[config.mk]
export PLATFORM = sky130hd
export DESIGN_NAME = plg_ram
export DESIGN_NICKNAME = d
export VERILOG_FILES = /design/src/rtl/plg_ram.sv
export SDC_FILE = /design/constraint.sdc
export NUM_CORES = 1
export LEC_CHECK = 0
export ABC_AREA = 1
export CELL_PAD_IN_SITES_DETAIL_PLACEMENT = 1
export CELL_PAD_IN_SITES_GLOBAL_PLACEMENT = 1
export CORE_MARGIN = 5
export CORE_UTILIZATION = 45
export CTS_CLUSTER_DIAMETER = 40
export DETAILED_ROUTE_END_ITERATION = 6
export DONT_BUFFER_PORTS = 1
export PLACE_DENSITY = 0.73
export SLEW_MARGIN = 20
export SYNTH_ARGS = -nofsm -noshare
export SYNTH_HDL_FRONTEND = slang
export SYNTH_SLANG_ARGS = --single-unit
[constraint.sdc]
create_clock -name clk_i -period 1.51 [get_ports clk_i]
set_input_delay 0.3775 -clock clk_i [delete_from_list [all_inputs] [get_ports clk_i]]
set_output_delay 0.3775 -clock clk_i [all_outputs]
set_load 0.1 [all_outputs]
[src/rtl/plg_ram.sv]
`timescale 1ns / 1ps
// ----------------------------------------------------------------------------
// plg_ram
// generic simple dual port ram, one write port, one registered read port
// ----------------------------------------------------------------------------
module plg_ram #(
  parameter int WIDTH = 8,
  parameter int DEPTH = 16
) (
  input  logic                     clk_i,
  input  logic                     we_i,
  input  logic [$clog2(DEPTH)-1:0] waddr_i,
  input  logic [WIDTH-1:0]         wdata_i,
  input  logic                     re_i,
  input  logic [$clog2(DEPTH)-1:0] raddr_i,
  output logic [WIDTH-1:0]         rdata_o
);

  logic [WIDTH-1:0] mem_q [DEPTH];

  always_ff @(posedge clk_i) begin
    if (we_i) begin
      mem_q[waddr_i] <= wdata_i;
    end
    if (re_i) begin
      rdata_o <= mem_q[raddr_i];
    end
  end

endmodule

### After elaboration in Yosys (flattened, before gate mapping)

Memories as Yosys holds them, arrays and structs flattened. A register that Yosys moved wholly into a read port is not among the register bits.
Cells that the tools add are included.

| operators by class | value |
|---|---|
| mux-type cells | 2 |

Operators with widths:

| cell | number |
|---|---|
| $mux W1 | 2 |

| storage, ports and cells | value |
|---|---|
| register bits after elaboration | 0 |
| memory bits (writable) | 128 |
| logic and storage cells | 3 |
| memories | 1 |

Memory list:

| memory | words | width | read ports | clocked after Yosys merged registers in | wr ports | RTL line | text |
|---|---|---|---|---|---|---|---|
| mem_q | 16 | 8 | 1 | 1 | 1 | 19 | `logic [WIDTH-1:0] mem_q [DEPTH];` |

### Depth between registers and ports, before layout

| logic depth | value |
|---|---|
| depth in word-level cells | 2 |
| gate-level depth with buffers | 8 |
| mapped depth without buffers | 7 |

### Worst setup path after synthesis

Ideal clock, no wire load.

| timing path | value |
|---|---|
| kind | input -> register |
| start | in waddr_i[2] |
| end | mem mem_q[10][0] (enable) |
| library setup time | 0.370 ns |
| arrival | 0.958 ns |
| setup slack | 0.182 ns |
| stages | 2 |
| path through | nand3b_1 nor2_1 |

RTL lines:

| item | RTL line | text |
|---|---|---|
| from (decl) | 12 | `input logic [$clog2(DEPTH)-1:0] waddr_i,` |
| to (decl) | 19 |  |

Straight into the memory's write port.

### Worst setup path in the final report

| timing path | value |
|---|---|
| start | reg rdata_o[2], read port of mem_q |
| end | out rdata_o[2] |

RTL lines:

| item | RTL line | text |
|---|---|---|
| from (decl) | 16 | `output logic [WIDTH-1:0] rdata_o` |

No word-level cell between the ends.

==> summary.md <==
| Metric | Value |
|---|---|
| Synth Warn # | 0 |
| Worst Hold Class | input pin to flip-flop |
| Synth Area in Compound Gates | 0 |
| Total GRT Usage | 0.221 |
| Worst-path clk slew | 0.06 ns |
| Hold Vio Cnt, Final | 0 |
| IO Port Bufs | 0 |
| Commonest non-fill, non-tap cell in the layout | nand2_1 |
| Hold Startpoint | wdata_i[2] |
| Cells after Synth | between 500 and 600 |
| Drt wl/cell | 20.6 um |
| DRT Pass-1 Iters | 4 |
| Slowest stage delay, CP | 0.38 ns |
| Crit Path Max Fanout | 1 |
| Worst Hold Path Cells | 0 |
| H-tree lvl count | 4 |
| Clock Skews | 0.00438 ns |
| Reg2reg end | rdata_o[5] |
| Status | finished, final reports clean |
| WHS Endpoint | mem_q[1][2] |
| Total CTS buffers | 17 |
| Max-Cap Viols | 0 |
| Routed vias | a little under 4000 |
| Worst path cell trace | buf_4 |
| Maximum clock frequency | around 680 MHz |
| Period utilization | 0.979 |
| Clk sinks | between 100 and 150 |
| Clock share of power | 0.465 |
| Slack of the critical path | 0.0313 ns |
| Net Count, Synth | between 500 and 600 |
| Largest net degree at the start of global routing | 66 |
| Dpl cell area | 6130 um2 |
| Sequential share of power | 0.476 |
| Grt total ovfl | 0 |
| Critical R2R Launch | mem_q[4][5] |
| Final Instance Count excl. Fillers | 761 |
| Initial drt markers | 316 |
| Min Tclk post-route | about 1.5 ns |
| CTS Buffer Depth | 2 |
| Worst Reg-to-Reg Cells | 6 |
| PnR Total Power | 0.00902 W |
| Initial Util | 0.461 |
| Setup crit end kind | output port |
| Post-route ant nets | 0 |
| Yosys reg bits | 136 |
| Pwr Density | 1340 nW/um2 |
| Initial antenna violation count | 0 |
| Post-Synth Adder-Cell Area | 0 |
| Core ar. | 12700 um2 |
| RSZ-0062 raised after global routing | no |
| Slowest-stage cell, CP | edfxtp_1 |
| Leakage power | 2.88 nW |
| CP top delay family | flip-flops |
| Nets | 595 |
| VDD IR-drop max | 744 uV |
| CP startpoint kind | flip-flop |
| Final Max Slew Viols | 0 |
| Net switching power | 0.00189 W |
| Mux cell area share after synthesis | 0 |
| Area share of and/or/nand/nor cells after synthesis | 0.208 |
| Post-CTS setup buffer count | 0 |
| Sw Share | 0.210 |
| CTS tree | built |
| Internal Power | 0.00713 W |
| Via-to-Cell Ratio | 5.18 |
| Area contributors post-synth | edfxtp_1, nand2_1, nand3_1 |
| Crit path arrival time | 1.10 ns |
| XOR/XNOR Fraction of Synth Area | 0 |
| Final wirelength | 15700 um |
| Syn_area_per_cell | between 10 and 15 um2 |
| Netlist cell types | 11 |
| Die H | 124 um |
| Antenna Cells | 0 |
| Final setup fails | 0 |
| CP Data Required Time | 1.13 ns |
| Worst-Margin Slew | 0.597 ns |
| Worst Path Buf+Inv | 1 |
| Die X-Extent | 124 um |
| Num rows | 41 |
| CTS Root Cell | clkbuf_16 |
| Vias in the first global route | 4217 |
| Most frequent cells in the layout | nand2_1, edfxtp_1, inv_1 |
| Seq/Total Area, Yosys | 0.698 |
| Area grow syn2layout | 15.3% |
| Place WS | 0.000373 ns |
| DP HPWL | 9480 um |
| # DRC | 0 |
| Max-slew headroom | 0.601 |
| Clk Latency, worst-skew pair | 0.41 ns |
| Post-synth top area share | 0.698 |
| GP Congestion | around 0.8 |
| Crit Path Class | flip-flop to output port |
| Die area | 15400 um2 |
| Yosys top cell by area | edfxtp_1 |
| Worst R2R Setup Slack | 0.31 ns |
| Final Cell Area | 6740 um2 |
| Combinational family with the most area after synthesis | simple AND/OR/NAND/NOR gates |
| Placed cell count | roughly 730 |
| Comb power frac | 0.059 |
| Global-route wire length before repair | around 24000 um |
| Share of cells above drive strength 1 | 0.0968 |
| # IOs | 27 |
| Synthesized area | 5850 um2 |
## synth_stat cells (all sizes together)
cell,n
nand2,173
buf,24
edfxtp,136
nor2,17
nand3,97
nand3b,2
inv,102
## area by class of cell
type | instances | area (um2)
clock inverters | 13 | 159
clock buffers | 19 | 433
repair buffers | 30 | 253
fillers | 1383 | 5930
multi-input cells | 289 | 1210
flip-flops and latches | 136 | 4080
inverters | 102 | 383
well taps | 172 | 215
## how the worst max path moves through the flow
stage	from	cells after the start	endpoint	slack, ns
finish	rdata_o[2]	1	rdata_o[2]	0.03
floorplan	waddr_i[2]	2	mem_q[10][0]	0.18
CTS	rdata_o[5]	1	rdata_o[5]	-0.008
global placement	raddr_i[1]	5	rdata_o[7]	0.005
global route	rdata_o[4]	1	rdata_o[4]	0.002
detailed placement	raddr_i[1]	5	rdata_o[7]	0.0004
## stage by stage
| step | TNS (ns) | util | hold slack, ns |
|---|---|---|---|
| after floorplan | 0 | - | 0.476 |
| final | 0 | 0.532 | 0.0585 |
| after detailed placement | 0 | 0.484 | 0.477 |
| after global placement | 0 | 0.484 | 0.477 |
| after global routing | 0 | 0.532 | 0.0290 |
| after CTS | -0.00803 | 0.531 | 0.0378 |
## kinds of logic after synthesis
logic type | count (synthesis)
DFF | 136
buffers and inverters | 126
and+or+nand+nor | 289
## layer usage
metal	vias to the layer above	wire, um	global-route usage	part of all wire
li1	1829	-	-	-
met4	0	286	0.0773	0.018
met1	1982	6670	0.286	0.43
met2	115	7970	0.369	0.51
met3	15	735	0.0495	0.047
met5	-	0	0	0
## repair_timing
item	in CTS	in global routing
hold endpoints to repair	0	0
gates resized for setup	2	2
setup endpoints to repair	2	2
hold buffers	0	0
## power groups by stage
stage	clock [W]	sequential, W	combinational (W)
floorplan	0	0.00448	0.000298
global placement	0	0.00436	0.000501
detailed placement	0	0.00437	0.000514
CTS	0.00426	0.00429	0.000530
global route	0.00448	0.00430	0.000572
finish	0.00420	0.00429	0.000530
## state kept, by name, summed over array words and instances (netlist names)
name and flops:
rdata_o 8, mem_q 128
Note: power is estimated with default switching activity, not from simulation.
