--- config.mk ---
export PLATFORM = sky130hd
export DESIGN_NAME = plg_sqrt
export DESIGN_NICKNAME = d
export VERILOG_FILES = /design/src/rtl/plg_pkg.sv /design/src/rtl/plg_sqrt.sv
export SDC_FILE = /design/constraint.sdc
export NUM_CORES = 1
export LEC_CHECK = 0
export BUFFER_PORTS_ARGS = -buffer_cell sky130_fd_sc_hd__buf_2
export CORE_UTILIZATION = 60
export CTS_BUF_LIST = sky130_fd_sc_hd__clkbuf_8
export CTS_CLUSTER_SIZE = 10
export DETAILED_ROUTE_END_ITERATION = 8
export MAX_ROUTING_LAYER = met4
export PLACE_DENSITY = 0.89
export SETUP_SLACK_MARGIN = 0.2
export SYNTH_ARGS = -nofsm -noshare
export SYNTH_HDL_FRONTEND = slang
export SYNTH_SLANG_ARGS = --single-unit
export TNS_END_PERCENT = 5
--- constraint.sdc ---
create_clock -name clk_i -period 3.1 [get_ports clk_i]
set_clock_uncertainty 0.15 [all_clocks]
set_input_delay 0.31 -clock clk_i [delete_from_list [all_inputs] [get_ports clk_i]]
set_output_delay 0.31 -clock clk_i [all_outputs]
set_load 0.03 [all_outputs]
--- src/rtl/plg_pkg.sv ---
`timescale 1ns / 1ps
// ----------------------------------------------------------------------------
// plg_pkg
// shared widths, operation codes and the cordic arctangent table
// ----------------------------------------------------------------------------
package plg_pkg;

  localparam int PATH_DEPTH = 1024;
  localparam int IDX_W      = $clog2(PATH_DEPTH);
  localparam int LEN_W      = IDX_W + 1;
  localparam int POS_W      = 24;
  localparam int YAW_W      = 16;
  localparam int GIDX_W     = 10;
  localparam int LOOK_W     = 20;
  localparam int DIF_W      = POS_W + 1;
  localparam int SQ_W       = 2 * DIF_W;
  localparam int RAD_W      = SQ_W + 2;
  localparam int ROOT_W     = RAD_W / 2;
  localparam int SUM_W      = ROOT_W + LEN_W + 1;
  localparam int WP_W       = 2 * POS_W;

  typedef enum logic [1:0] {
    OP_CLEAR  = 2'd0,
    OP_APPEND = 2'd1,
    OP_QUERY  = 2'd2
  } op_e;

  function automatic logic [31:0] atan_f(input logic [4:0] i);
    logic [31:0] r;
    case (i)
      5'd0:  r = 32'h20000000;
      5'd1:  r = 32'h12E4051E;
      5'd2:  r = 32'h09FB385B;
      5'd3:  r = 32'h051111D4;
      5'd4:  r = 32'h028B0D43;
      5'd5:  r = 32'h0145D7E1;
      5'd6:  r = 32'h00A2F61E;
      5'd7:  r = 32'h00517C55;
      5'd8:  r = 32'h0028BE53;
      5'd9:  r = 32'h00145F2F;
      5'd10: r = 32'h000A2F98;
      5'd11: r = 32'h000517CC;
      5'd12: r = 32'h00028BE6;
      5'd13: r = 32'h000145F3;
      5'd14: r = 32'h0000A2FA;
      5'd15: r = 32'h0000517D;
      5'd16: r = 32'h000028BE;
      5'd17: r = 32'h0000145F;
      5'd18: r = 32'h00000A30;
      5'd19: r = 32'h00000518;
      5'd20: r = 32'h0000028C;
      5'd21: r = 32'h00000146;
      5'd22: r = 32'h000000A3;
      5'd23: r = 32'h00000051;
      5'd24: r = 32'h00000029;
      5'd25: r = 32'h00000014;
      5'd26: r = 32'h0000000A;
      5'd27: r = 32'h00000005;
      5'd28: r = 32'h00000003;
      5'd29: r = 32'h00000001;
      5'd30: r = 32'h00000001;
      default: r = 32'h00000000;
    endcase
    return r;
  endfunction

endpackage

--- src/rtl/plg_sqrt.sv ---
`timescale 1ns / 1ps
// ----------------------------------------------------------------------------
// plg_sqrt
// bit-serial integer square root, one result bit per cycle
// ----------------------------------------------------------------------------
module plg_sqrt import plg_pkg::*; (
  input  logic              clk_i,
  input  logic              rst_ni,
  input  logic              start_i,
  input  logic [RAD_W-1:0]  rad_i,
  output logic              done_o,
  output logic [ROOT_W-1:0] root_o
);

  localparam int REM_W = ROOT_W + 4;
  localparam int CNT_W = $clog2(ROOT_W);

  logic [RAD_W-1:0]  rad_q;
  logic [REM_W-1:0]  rem_q;
  logic [ROOT_W-1:0] root_q;
  logic [CNT_W-1:0]  cnt_q;
  logic              busy_q, done_q;
  logic [REM_W-1:0]  rem_n, trial;

  assign rem_n  = {rem_q[REM_W-3:0], rad_q[RAD_W-1 -: 2]};
  assign trial  = {2'b00, root_q, 2'b01};
  assign done_o = done_q;
  assign root_o = root_q;

  always_ff @(posedge clk_i or negedge rst_ni) begin
    if (!rst_ni) begin
      busy_q <= 1'b0;
      done_q <= 1'b0;
      cnt_q  <= '0;
    end else begin
      done_q <= 1'b0;
      if (start_i) begin
        busy_q <= 1'b1;
        cnt_q  <= '0;
      end else if (busy_q) begin
        cnt_q <= cnt_q + 1'b1;
        if (cnt_q == CNT_W'(ROOT_W - 1)) begin
          busy_q <= 1'b0;
          done_q <= 1'b1;
        end
      end
    end
  end

  always_ff @(posedge clk_i) begin
    if (start_i) begin
      rad_q  <= rad_i;
      rem_q  <= '0;
      root_q <= '0;
    end else if (busy_q) begin
      rad_q <= {rad_q[RAD_W-3:0], 2'b00};
      if (rem_n >= trial) begin
        rem_q  <= rem_n - trial;
        root_q <= {root_q[ROOT_W-2:0], 1'b1};
      end else begin
        rem_q  <= rem_n;
        root_q <= {root_q[ROOT_W-2:0], 1'b0};
      end
    end
  end

endmodule

## Yosys cells after proc, flatten, opt, wreduce, memory -nomap -nowiden

Index checks and enable logic that the tools add are counted.

- Register bits: 113
- Bits of input ports: 55
- Output and inout bits: 27

- Add/sub/neg operators: 2
- Magnitude comparators: 1
- Eq/ne operators: 1
- Multiplexer cells: 12
- Reduce and logical (&&, ||, !) cells: 1

Operators by type and width:

| cell | count |
|---|---|
| $mux W52 | 2 |
| $ge A30 B28 Y1 | 1 |
| $mux W28 | 1 |
| $sub A28 B28 Y28 | 1 |
| $mux W5 | 2 |
| $mux W1 | 7 |
| $add A5 B1 Y5 const B | 1 |
| $eq A5 B5 Y1 const B | 1 |
| $reduce_bool A2 Y1 | 1 |

## Longest topological paths before layout

Gate-level depths: netlist of the first run.

- Depth in word-level cells: 4
- Mapped depth: 13
- Gate-level depth less buffers: 11

## Least setup slack after synthesis of the first run

No wires, ideal clock.

- Kind: reg-to-reg
- Start point: register root_q[3] (netlist: root_o[3])
- End point: register rem_q[27]
- Setup time: 0.088 ns
- Arrival time: 2.743 ns
- Data required time: 2.862 ns
- Slack: 0.118 ns
- Stages on the path, launching flop included: 12
- Path buffers: 1
- Period minus slack after synthesis: 2.982 ns
- Cells stage by stage: dfxtp_1 > inv_1 > ha_1 > a21oi_1 > nor2_1 > a2111o_1 > o2111ai_2 > a21oi_2 > a211oi_4 > buf_6 > nand2_1 > a311oi_2

- Word-level cells in the longest chain between the ends: 2
- Elaborated cells between the ends (all ways): 3
- Those cells by class: 1 x add/sub; 1 x order compare; 1 x mux

RTL lines:

| what | RTL line | RTL |
|---|---|---|
| start: declaration | plg_sqrt.sv:20 | `logic [ROOT_W-1:0] root_q;` |
| start signal: assignment | plg_sqrt.sv:59 | `root_q <= {root_q[ROOT_W-2:0], 1'b1};` |
| start signal: assignment | plg_sqrt.sv:62 | `root_q <= {root_q[ROOT_W-2:0], 1'b0};` |
| $sub A28 B28 Y28 or $ge A30 B28 Y1 (tied branches) | plg_sqrt.sv:58, plg_sqrt.sv:57 |  |
| $mux W28 (*) | plg_sqrt.sv:57 | `if (rem_n >= trial) begin` |
| end signal: assignment | plg_sqrt.sv:58 | `rem_q <= rem_n - trial;` |
| end signal: assignment | plg_sqrt.sv:61 | `rem_q <= rem_n;` |
| end: declaration | plg_sqrt.sv:19 | `logic [REM_W-1:0] rem_q;` |

Every way passes the cells marked *; elsewhere a longest branch is shown, timed or not.
A chain may end at the register's enable or synchronous reset.

## Worst setup path in the final report of the first run

- Start point: register rem_q[7]
- End point: register rem_q[26]

- Word-level cells in the longest chain between the ends: 2
- Elaborated cells between the ends (all ways): 3
- Those cells by class: 1 x add/sub; 1 x order compare; 1 x mux

RTL lines:

| what | RTL line |
|---|---|
| $sub A28 B28 Y28 or $ge A30 B28 Y1 (tied branches) | plg_sqrt.sv:58, plg_sqrt.sv:57 |
| $mux W28 (*) | plg_sqrt.sv:57 |

Marked as above.

==> results of run 1 <==
layout make-up:
type	count	area [um2]	share of cell area
inverter	33	124	0.0158
clock inverter	15	154	0.0196
clock buffer	17	234	0.0298
timing repair buffer	124	787	0.100
tap	133	166	0.0212
multi-input combinational	416	3540	0.451
sequential	113	2850	0.363
flip-flops by register name, indices dropped and copies added (netlist names):
name    flops
root_o     26
cnt_q       5
rem_q      28
done_o      1
busy_q      1
rad_q      52
how the worst max path moves through the flow:
stage	endpoint	slack [ns]	start	depth (start not counted)
floorplan	rem_q[19]$_SDFFE_PP0P_	0.16	root_o[6]$_SDFFE_PP0P_	11
global placement	rem_q[19]$_SDFFE_PP0P_	0.12	root_o[2]$_SDFFE_PP0P_	11
detailed placement	rem_q[19]$_SDFFE_PP0P_	0.002	root_o[2]$_SDFFE_PP0P_	11
CTS	rem_q[24]$_SDFFE_PP0P_	0.19	root_o[15]$_SDFFE_PP0P_	12
global route	rem_q[26]$_SDFFE_PP0P_	-0.02	root_o[5]$_SDFFE_PP0P_	11
finish	rem_q[26]$_SDFFE_PP0P_	0.12	rem_q[7]$_SDFFE_PP0P_	10
per-layer routing:
layer  vias to the layer above  routed length (um)  global-route usage
met2                       293                9090               0.519
met1                      2558                6430               0.295
met5                         -                   0                   -
li1                       2361                   -                   -
met3                        97                1190              0.0730
met4                         0                 759               0.139
metrics by stage:
stage	TNS, ns	hold WS [ns]
after CTS	0	0.000397
after global routing	-0.0185	-0.0123
final	0	0.00482
after floorplan	0	-0.136
after detailed placement	0	-0.00142
after global placement	0	-0.00469
worst reg2reg max path, stage by stage (launching register included):
cell,delay (ns)
dfxtp_1,0.43
ha_4,0.27
buf_4,0.14
a2111o_1,0.45
o2111ai_4,0.28
a21oi_4,0.13
buf_4,0.17
a41oi_1,0.27
xnor2_1,0.19
nand2_1,0.10
a311oi_1,0.29
power by group through the flow:
stage                     combinational, mW  clock [mW]  sequential, mW
after floorplan                        2.69           0            1.95
after global placement                 3.16           0            1.96
after detailed placement               3.28           0            1.97
after CTS                              3.56        1.39            1.95
after global routing                   5.03        1.46            2.01
final                                  4.74        1.39            2.00
cells by family after synthesis:
group                    after synthesis  synth area share
AND/OR/NAND/NOR                      155             0.114
AO/OA/AOI/OAI                        120             0.143
flip-flops                           113             0.456
multiplexers                          84             0.146
buffers and inverters                 62            0.0417
adder cells (fa/ha/maj)               30            0.0607
XOR/XNOR                              27            0.0383
synth_stat cells, types with 3 or more instances:
master    instances  area, um2
clkbuf_1         17       63.8
nand4_1           5       31.3
o21a_1            5       37.5
a311oi_2          3       45.0
nor3_1            5       25.0
nor2_1           83        312
a21o_1           12       90.1
o21ai_0          13       65.1
mux2_2           50        563
dfrtp_1           7        175
nand3_1           3       15.0
buf_1             7       26.3
and3_1            3       18.8
nand2b_1          9       56.3
dfxtp_1          54       1080
xor2_1            8       70.1
xnor2_1          19        166
mux2i_1          34        340
nand2_1          29        109
or3_1             3       18.8
a21oi_1          31        155
a311oi_1          5       43.8
a211oi_1         19        143
buf_6             3       33.8
inv_1            33        124
o211a_1           3       30.0
nor2b_1           4       25.0
a31oi_1           3       18.8
edfxtp_1         52       1560
ha_1             30        375
timing repair:
item	4_1_cts	5_1_grt
endpoints found under the hold margin	12	0
resized for setup	17	72
pin swaps	5	35
setup endpoints to repair	24	28
setup buffers	3	19
gates cloned	0	4
hold buffers	6	0
==> metrics.md, run 1 <==
| Metric | Value |
|---|---|
| Total Routed Length | 17500 um |
| Slowest stage delay, CP | 0.45 ns |
| Avg WL per Cell | 20.5 um |
| Die Wd | 104 um |
| Core Box Area | 9860 um2 |
| Post-synthesis sequential area ratio | 0.456 |
| Clock tree sinks | 113 |
| H-tree depth | 4 |
| Sw frac | 0.404 |
| Worst-path cell chain | ha_4 -> buf_4 -> a2111o_1 -> o2111ai_4 -> a21oi_4 -> buf_4 -> a41oi_1 -> xnor2_1 -> nand2_1 -> a311oi_1 |
| I/O Pins | 82 |
| Net Count, Synth | 676 |
| CTS Root Cell | clkbuf_8 |
| Worst skew pair latency | 0.46 ns |
| Tcrit/Tclk final | 0.961 |
| Largest fanout on the critical path | 5 |
| Number of synthesized flops with an enable pin | 52 |
| Sequential power share | 0.246 |
| Vias/cell | 6.24 |
| R2R setup slack | 0.12 ns |
| FF-to-FF Start | rem_q[7]$_SDFFE_PP0P_ |
| Sw power | 3.28 mW |
| Pre-CTS setup slack | 0.00224 ns |
| Pre-Repair DR Iteration Count | 5 |
| Gr usage total | 0.290 |
| Placer Congestion | 0.890 |
| First-pass GRT wire length | 23700 um |
| Capturing point of the worst reg2reg path | rem_q[26]$_SDFFE_PP0P_ |
| Most common cell after layout, fill and taps aside | buf_2 |
| FFs w/ async S/R, synth | 0.0619 |
| HP Class | input port to flip-flop |
| Hold path startpoint | rad_i[38] |
| Fin util | 0.795 |
| Total power | 8.13 mW |
| Worst Max-Slew Pin Slew | 0.735 ns |
| Syn Inst Count | 591 |
| Finished Layout Cells | 851 |
| Worst setup margin | 0.122 ns |
| Row cnt | 36 |
| Die height | 104 um |
| Most frequent cells in the layout | 83 x buf_2, 79 x nor2_1, 52 x edfxtp_1 |
| Fmax | 336 MHz |
| Setup Viol. Count Final | 0 |
| Crit path time final | 2.98 ns |
| Placed Cells incl. Taps | 787 |
| Port bufs | 81 |
| Mapped Area | 6180 um2 |
| Layout cells sized above 1 | 0.386 |
| Design Area, Final | 7850 um2 |
| Remaining DRCs | 0 |
| Clock network power share | 0.171 |
| Reg2reg path depth | 10 |
| CTS max path bufs | 2 |
| Critical path class | flip-flop to flip-flop |
| Slowest-stage cell, CP | a2111o_1 |
| Flops & latches, synth | 113 |
| DP Area | 6730 um2 |
| Worst Hold Depth | 2 |
| Pwr dens | 1040 nW/um2 |
| Crit end category | flip-flop |
| Final ANT Viol Nets | 0 |
| Fin nets | 790 |
| Worst Path Buf+Inv | 2 |
| Fin. Hold Viols | 0 |
| DR iter-0 viols | 472 |
| Hpwl dp | 9020 um |
| CP Launch Type | flip-flop |
| P_leak | 3.43 nW |
| Worst Path Arrival | 3.18 ns |
| Clk slew on worst S/H paths | 0.07 ns |
| RSZ-0062 raised after global routing | true |
| Combinational power share | 0.583 |
| Grt total ovfl | 0 |
| Status | finished clean |
| Antenna cells | 0 |
| WHS Endpoint | rad_q[38]$_DFFE_PP_ |
| Worst slew margin | 0.510 |
| Filler cells | 532 |
| CTS tree | done |
| Synth-to-Final Area Change | 26.9% |
| Top delay family on crit path | compound AO/OA/AOI/OAI gates |
| Worst path required time | 3.30 ns |
| Avg Synthesized Cell Area | 10.5 um2 |
| Synth cell types | 60 |
| Vias | 5309 |
| Initial antenna violation count | 0 |
| CP dominant cell by count | buf_4 |
| Cell Int Power | 4.85 mW |
| Syn. warnings | 0 |
| Starting density of the core | 0.627 |
| Vias in the first global route | 5190 |
| Max-slew violations | 0 |
| Total CTS buffers | 17 |
| Max VDD drop | 0.483 mV |
| Max_cap viols | 0 |
| Synth Flop Type | dfxtp_1 |
| Area of the die | 10700 um2 |
| Largest net degree at the start of global routing | 62 |
Note: power is estimated with default switching activity, not from simulation.
==> run 2, diff against run 1 <==
--- a/config.mk
+++ b/config.mk
@@ -6,7 +6,9 @@
 export NUM_CORES = 1
 export LEC_CHECK = 0
 export BUFFER_PORTS_ARGS = -buffer_cell sky130_fd_sc_hd__buf_2
-export CORE_UTILIZATION = 60
+export CELL_PAD_IN_SITES_DETAIL_PLACEMENT = 1
+export CELL_PAD_IN_SITES_GLOBAL_PLACEMENT = 2
+export CORE_UTILIZATION = 39
 export CTS_BUF_LIST = sky130_fd_sc_hd__clkbuf_8
 export CTS_CLUSTER_SIZE = 10
 export DETAILED_ROUTE_END_ITERATION = 8
==> run 2 against run 1 <==
Die area grew 53%. Global-route usage fell by 6.8 points. Clock power is 6% higher. Fmax is 4.2% higher. Design area up 4.3%. First-iteration DRC count shrank 53%. Cell count up 13%. Critical path type unchanged.
==> metrics.md, run 2 (same netlist as run 1, synthesis figures left out) <==
| Metric | Value |
|---|---|
| Status | finished clean |
| Largest fanout on the critical path | 4 (-1) |
| H-tree depth | 4 (unchanged) |
| Grt met2 use | 0.398 (-0.121) |
| Pre-Repair DR Iteration Count | 4 (-1) |
| Starting density of the core | 0.404 (-0.223) |
| Area of the die | 16400 um2 (+53%) |
| Vias in the first global route | 5389 (+3.8%) |
| Core Box Area | 15300 um2 (+55%) |
| Worst slew margin | 0.692 (+0.181) |
| P_leak | 3.56 nW (+3.7%) |
| Avg WL per Cell | 18.0 um (-12%) |
| Die height | 128 um (+24%) |
| DP Area | 6950 um2 (+3.2%) |
| Fin util | 0.534 (-0.261) |
| Worst setup margin | 0.243 ns (+0.121 ns) |
| First-pass GRT wire length | 27200 um (+14%) |
| Top delay family on crit path | compound AO/OA/AOI/OAI gates |
| I/O Pins | 82 (unchanged) |
| Vias/cell | 5.20 (-17%) |
| CTS max path bufs | 2 (unchanged) |
| Pre-CTS setup slack | -0.0774 ns (-0.0797 ns) |
| Most frequent cells in the layout | 80 x buf_2, 79 x nor2_1, 52 x edfxtp_1 |
| Layout cells sized above 1 | 0.379 (-0.00680) |
| Clk slew on worst S/H paths | 0.09 ns (+0.02 ns) |
| Worst Path Arrival | 3.02 ns (-0.16 ns) |
| FF-to-FF Start | root_o[5]$_SDFFE_PP0P_ |
| Synth-to-Final Area Change | 32.4% |
| Grt total ovfl | 0 (unchanged) |
| Fin. Hold Viols | 0 (unchanged) |
| Worst Max-Slew Pin Slew | 0.456 ns (-0.278 ns) |
| Placer Congestion | 0.794 (-11%) |
| Port bufs | 81 (unchanged) |
| Placed Cells incl. Taps | 881 (+12%) |
| Remaining DRCs | 0 (unchanged) |
| Initial antenna violation count | 0 (unchanged) |
| Worst skew pair latency | 0.45 ns (about the same) |
| R2R setup slack | 0.24 ns (+0.12 ns) |
| Gr usage total | 0.221 (-0.0684) |
| Fmax | 350 MHz (+4.2%) |
| Hpwl dp | 10700 um (+18%) |
| Setup Viol. Count Final | 0 (unchanged) |
| Max VDD drop | 0.393 mV (-19%) |
| Largest register by flop count | rad_q |
| Row cnt | 45 (+25%) |
| Die Wd | 128 um (+24%) |
| Crit end category | flip-flop |
| Total power | 7.91 mW (-2.6%) |
| Total Routed Length | 17400 um (-0.53%) |
| DR iter-0 viols | 224 (-53%) |
| Largest net degree at the start of global routing | 39 (-37%) |
| CP Launch Type | flip-flop |
| Worst path required time | 3.26 ns (-0.04 ns) |
| Max FFs per register | 52 (unchanged) |
| Slowest stage delay, CP | 0.44 ns (about the same) |
| HP Class | input port to flip-flop |
| Finished Layout Cells | 963 (+13%) |
| Capturing point of the worst reg2reg path | rem_q[14]$_SDFFE_PP0P_ |
| CTS tree | done |
| Reg2reg path depth | 12 (+2) |
| Busiest layer in global routing | met2 |
| Worst Path Buf+Inv | 3 (+1) |
| Critical path class | flip-flop to flip-flop |
| CTS Root Cell | clkbuf_8 |
| Design Area, Final | 8180 um2 (+4.3%) |
| Clock tree sinks | 113 (unchanged) |
| Met1 Use GR | 0.242 (-0.0530) |
| Final ANT Viol Nets | 0 (unchanged) |
| Worst-path cell chain | inv_2 -> ha_4 -> a21o_1 -> a2111o_1 -> o2111ai_4 -> a21oi_4 -> a211oi_4 -> buf_6 -> buf_4 -> nor2_1 -> a21oi_2 -> a211oi_2 |
| Grt met3 use | 0.0480 (-0.0250) |
| Total CTS buffers | 17 (unchanged) |
| Tcrit/Tclk final | 0.922 (-0.0390) |
| Vias | 5003 (-5.8%) |
| Pwr dens | 967 nW/um2 (-6.6%) |
| Setup crit end | rem_q[14]$_SDFFE_PP0P_ |
| Crit path time final | 2.86 ns (-0.121 ns) |
| Multi-input logic area | 3440 um2 (-2.8%) |
| Critical Path Stages | 12 (+2) |
| Seq. cell area | 2850 um2 (unchanged) |
| Max_cap viols | 0 (unchanged) |
| Most common cell after layout, fill and taps aside | buf_2 |
| Crit path launch | root_o[5]$_SDFFE_PP0P_ |
| Fin nets | 824 (+4.3%) |
| Filler cells | 1704 (+220%) |
| Max-slew violations | 0 (unchanged) |
| Slowest-stage cell, CP | a2111o_1 |
| Antenna cells | 0 (unchanged) |
| RSZ-0062 raised after global routing | true |
-- run 2: cell count changes in the layout (fill, tap and decap cells not counted), sizes merged --
cell | before | now
bufinv | 3 | 2
inv | 37 | 40
dlygate4sd3 | 6 | 32
buf | 117 | 126
clkbuf | 18 | 17
clkinv | 7 | 5
-- run 2: per-layer routing --
layer	up-vias	wire, um
met1	2470	7120
met5	-	0
met4	0	344
met3	23	499
met2	88	9400
li1	2422	-
-- run 2: area by class of cell --
class | count | area share
Multi-Input combinational cell | 416 | 0.420
Sequential cell | 113 | 0.348
Timing Repair Buffer | 158 | 0.135
Tap cell | 211 | 0.0323
Clock buffer | 17 | 0.0286
Clock inverter | 15 | 0.0213
Inverter | 33 | 0.0151
-- run 2: through the flow --
step	setup TNS (ns)	hold WS, ns
4_1_cts	0	0.000512
3_3_place_gp	0	-0.00459
5_1_grt	0	-0.0000270
6_report	0	0.0186
3_5_place_dp	-0.195	0.00396
2_1_floorplan	0	-0.136
-- run 2: worst min path at each step --
| stage | start | to | slack, ns | cells past startpoint |
|---|---|---|---|---|
| floorplan | rst_ni | busy_q$_DFF_PN0_ | -0.14 | 0 |
| global placement | rst_ni | cnt_q[0]$_DFFE_PN0P_ | -0.005 | 1 |
| detailed placement | rst_ni | cnt_q[1]$_DFFE_PN0P_ | 0.004 | 1 |
| CTS | rad_i[21] | rad_q[21]$_DFFE_PP_ | 0.0005 | 2 |
| global route | rad_i[47] | rad_q[47]$_DFFE_PP_ | -0.00003 | 2 |
| finish | rad_i[21] | rad_q[21]$_DFFE_PP_ | 0.02 | 2 |
-- run 2: power by group --
| group | internal, mW | total [mW] | leakage [nW] | switching (mW) |
|---|---|---|---|---|
| Sequential | 1.81 | 1.98 | 1.10 | 0.176 |
| Clock | 0.740 | 1.47 | 0.206 | 0.732 |
| Combinational | 2.24 | 4.46 | 2.26 | 2.22 |
-- run 2: worst register-to-register path: stages (launching register included) --
cell       delay (ns)
dfxtp_2          0.36
inv_2            0.05
ha_4             0.22
a21o_1           0.20
a2111o_1         0.44
o2111ai_4        0.28
a21oi_4          0.12
a211oi_4         0.36
buf_6            0.16
buf_4            0.11
nor2_1           0.05
a21oi_2          0.13
a211oi_2         0.08
-- run 2: timing repair --
item / CTS / global route
pin swaps: 5 / 25
gates resized for setup: 14 / 64
hold buffers: 30 / 2
setup endpoints to repair: 29 / 28
endpoints found under the hold margin: 36 / 2
buffers inserted: 4 / 14
